`src/design/pli_ram.sv`:
```
// Generic single-port RAM with registered read.
module pli_ram #(
  parameter int WIDTH = 32,
  parameter int DEPTH = 64
) (
  input  logic                     clk,
  input  logic                     we,
  input  logic [$clog2(DEPTH)-1:0] addr,
  input  logic [WIDTH-1:0]         wdata,
  output logic [WIDTH-1:0]         rdata
);
  logic [WIDTH-1:0] mem [DEPTH];

  always_ff @(posedge clk) begin
    if (we) begin
      mem[addr] <= wdata;
    end
    rdata <= mem[addr];
  end
endmodule

```
`config.mk`:
```
export PLATFORM = sky130hd
export DESIGN_NAME = pli_ram
export DESIGN_NICKNAME = d
export VERILOG_FILES = /design/src/design/pli_ram.sv
export SDC_FILE = /design/constraint.sdc
export NUM_CORES = 2
export LEC_CHECK = 0
export ABC_CLOCK_PERIOD_IN_PS = 4650
export BUFFER_PORTS_ARGS = -buffer_cell sky130_fd_sc_hd__buf_4
export CAP_MARGIN = 20
export CORE_UTILIZATION = 44
export DETAILED_ROUTE_END_ITERATION = 6
export PLACE_DENSITY = 0.67
export SLEW_MARGIN = 20
export SYNTH_ARGS = -nofsm -noshare
export SYNTH_HDL_FRONTEND = slang
export SYNTH_SLANG_ARGS = --single-unit
```
`constraint.sdc`:
```
create_clock -name clk -period 4.65 [get_ports clk]
set_clock_uncertainty 0.15 [all_clocks]
set_input_delay 0.2325 -clock clk [delete_from_list [all_inputs] [get_ports clk]]
set_output_delay 0.2325 -clock clk [all_outputs]
set_load 0.02 [all_outputs]
```
==> run summary <==
outcome: finished, final reports clean
filler cell count in the final layout: 14000
count of maximum capacitance violations: 0
IO Pins: 72
RR Startpoint: mem[21][13]
quantity of I/O buffers inserted on ports: 71
Tmin final: 3.72 ns
horizontal extent of the die: 426 µm
number of instances in the synthesized netlist: 4239
clock slew at the register clock pins of the worst setup and hold paths: 0.07 ns
final HPWL from detailed placement: 121000 µm
Resize count post-CTS: 0
Worst R2R Setup Slack: 1.79 ns
final-report setup violation count: 0
die area: 181000 µm²
Total Neg Setup Slack: 0 ns
Final Wtd Congestion: 0.869
Clock Latency Late Sink: 0.85 ns
first-pass GRT wire length: 307000 µm
initial antenna violation count: 7
area of the placeable core: 178000 µm²
setup repair after global routing missed its margin: no
number of clock sinks: 2080
CTS Buf Count: 198
share of synthesized registers carrying an async set or reset: 0
startpoint of the most critical hold path: we
syn nets: 4279
number of placement rows: 155
leakage power: 29.0 nW
clock tree from TritonCTS: done
data arrival time of the critical path: 4.34 ns
final hold viol count: 0
flip-flop and latch count after synthesis: 2080
sequential fraction of the synthesis area: 0.787
post-layout instance area: 90500 µm²
via count of the first global-routing pass: 42600
cell types with the largest area share after synthesis: sky130_fd_sc_hd__edfxtp_1 (78%), sky130_fd_sc_hd__mux2i_1 (3.3%), sky130_fd_sc_hd__mux4_2 (2.7%)
fraction of layout cells with a size suffix above 1: 0.190
worst IR drop on VDD: 377 µV
worst max-slew margin expressed relative to the limit: 0.220
Initial Utilization: 0.443
DR vias: 43600
top_reg_cell synth: sky130_fd_sc_hd__edfxtp_1
measured slew at the worst slew-check pin: 1.14 ns
wirelength, routed: 214000 µm
top cells by instance count after synthesis: sky130_fd_sc_hd__edfxtp_1 (2048), sky130_fd_sc_hd__mux2i_1 (259), sky130_fd_sc_hd__a22oi_1 (188), sky130_fd_sc_hd__a221oi_1 (175), sky130_fd_sc_hd__clkbuf_1 (168)
peak clock frequency supported by timing: 269 MHz
pin count of the biggest net entering global routing: 96
Crit Path Class: input pin to register
Layout Nets: 4477
final number of max-transition violations: 0
height of the die: 426 µm
Data required, critical path: 5.27 ns
crit path launch type: input pin
largest area contributor in the netlist: sky130_fd_sc_hd__edfxtp_1
average wire per standard cell: 30.8 µm
growth of design area from synthesis to finish: 14.7%
total routing resource utilization after global routing: 0.235
number of enable-type register cells in the synthesized netlist: 2048
dominant cell by count in the synthesized netlist: sky130_fd_sc_hd__edfxtp_1
setup repair bufs after CTS: 0
vias per cell: 6.26
Post-CTS Hold Buffers: 37
length of the first detailed-routing pass in iterations: 6
class of the tightest hold or removal check: input pin to register
hold path endpoint: mem[47][1]
area of combinational cells with multiple inputs: 16000 µm²
netlist area before placement: 78900 µm²
FF+latch area: 62100 µm²
DR DRC count: 0
fin crit share: 0.801
sort of element at the end of the critical path: register
depth of the most critical reg-to-reg path: 5
worst hold path depth: 4
antenna viol nets, final: 0
GRT overflow: 0
power density over the cells: 434 nW/µm²
DRT iter0 DRCs: 5662
reg2reg end: rdata[13]
cell at the root of the clock tree: sky130_fd_sc_hd__clkbuf_16
number of synthesis warnings: 0
number of distinct library cells after synthesis: 56
mean area per synthesized cell: 18.6 µm²
Placed Area: 83600 µm²
buffer levels on the longest clock path: 3
CTS H-tree lvls: 4
top cell type's share of synthesized area: 0.779
Max Fanout on Critical Path: 61
-- where the power goes --
| part | internal (W) | total [W] | leakage (nW) | switching [W] |
|---|---|---|---|---|
| combinational | 0.000663 | 0.00207 | 7.14 | 0.00141 |
| clock | 0.00933 | 0.0163 | 3.18 | 0.00699 |
| sequential | 0.0208 | 0.0209 | 18.7 | 0.000105 |
| total | 0.0307 | 0.0392 | 29.0 | 0.00850 |
-- worst max-delay path: stages --
cell and delay, ns:
sky130_fd_sc_hd__buf_8 0.39, sky130_fd_sc_hd__buf_4 0.53, sky130_fd_sc_hd__nor2b_4 0.79, sky130_fd_sc_hd__buf_4 0.39, sky130_fd_sc_hd__a22o_1 0.17, sky130_fd_sc_hd__nor3_1 0.04, sky130_fd_sc_hd__nor4b_1 0.28, sky130_fd_sc_hd__o21ai_0 0.13
sky130_fd_sc_hd__dlygate4sd3_1 0.57, sky130_fd_sc_hd__nand4bb_1 0.11, sky130_fd_sc_hd__dlygate4sd3_1 0.57
-- layout make-up --
cell class                 instances  area share
antenna                            5    0.000138
clock buffer                     253      0.0584
clock inverter                   109      0.0139
inverter                           2    0.000166
multi-input combinational       1859       0.177
sequential                      2080       0.687
tap                             2355      0.0326
timing repair buffer             296      0.0311
-- cell families after synthesis --
kind of cell,Yosys count,synth area share
multiplexers,502,0.0812
AO/OA/AOI/OAI,933,0.0866
AND/OR/NAND/NOR,424,0.0281
flip-flops,2080,0.787
buffers and inverters,300,0.0168
-- sequential cells by signal (all words and copies together), names as in the netlist --
register and flops:
mem 2048, rdata 32
-- metrics by stage --
stage	utilization	std cells	power (W)	setup slack [ns]	hold WS, ns
global placement	0.469	6555	0.0233	0.931	0.446
finish	0.508	6959	0.0392	0.927	0.0785
detailed placement	0.469	6555	0.0233	0.907	0.446
floorplan	-	4239	0.0222	1.03	0.181
global route	0.508	6954	0.0402	0.918	0.0669
CTS	0.508	6954	0.0394	1.15	0.0429
-- layer usage --
metal / GRT usage / vias to the layer above / routed length [µm]
li1: - / 18000 / -
met1: 0.326 / 22800 / 85000
met2: 0.368 / 2370 / 101000
met3: 0.0416 / 406 / 19700
met4: 0.0908 / 12 / 8570
met5: 0 / - / 80
-- cell usage in the layout (no fill, tap or decap), types with 8 or more instances in the layout --
cell type and count:
sky130_fd_sc_hd__edfxtp_1 2048, sky130_fd_sc_hd__mux2i_1 259, sky130_fd_sc_hd__buf_4 218, sky130_fd_sc_hd__clkbuf_16 200, sky130_fd_sc_hd__a22oi_1 188, sky130_fd_sc_hd__a221oi_1 175
sky130_fd_sc_hd__mux2_2 147, sky130_fd_sc_hd__a21oi_1 121, sky130_fd_sc_hd__mux4_2 96, sky130_fd_sc_hd__o22ai_1 93, sky130_fd_sc_hd__and3_1 85, sky130_fd_sc_hd__o21ai_0 84
sky130_fd_sc_hd__nor2_1 77, sky130_fd_sc_hd__o22a_1 70, sky130_fd_sc_hd__nor2_4 67, sky130_fd_sc_hd__a22o_1 66, sky130_fd_sc_hd__nand3_1 53, sky130_fd_sc_hd__clkbuf_1 45
sky130_fd_sc_hd__a31oi_1 43, sky130_fd_sc_hd__buf_12 38, sky130_fd_sc_hd__dlygate4sd3_1 37, sky130_fd_sc_hd__clkinv_1 34, sky130_fd_sc_hd__dfxtp_1 32, sky130_fd_sc_hd__clkinv_2 30
sky130_fd_sc_hd__nand2_1 27, sky130_fd_sc_hd__bufinv_16 23, sky130_fd_sc_hd__nor3_1 19, sky130_fd_sc_hd__a211oi_1 17, sky130_fd_sc_hd__a222oi_1 16, sky130_fd_sc_hd__nand2b_1 15
sky130_fd_sc_hd__o2bb2ai_1 15, sky130_fd_sc_hd__a221o_1 15, sky130_fd_sc_hd__or4_1 15, sky130_fd_sc_hd__or4b_1 14, sky130_fd_sc_hd__nor4_1 14, sky130_fd_sc_hd__a2111oi_0 14
sky130_fd_sc_hd__clkbuf_8 8
-- how the worst max path moves through the flow --
stage	from	endpoint	slack [ns]	cells past startpoint
after detailed placement	addr[0]	rdata[15]	0.91	7
after global routing	addr[0]	rdata[31]	0.92	11
after global placement	addr[0]	rdata[13]	0.93	7
after floorplan	addr[2]	mem[15][0]	1.03	8
final	addr[0]	rdata[31]	0.93	11
after CTS	addr[0]	rdata[31]	1.15	11
No activity file was read; power rests on OpenSTA's default activity.
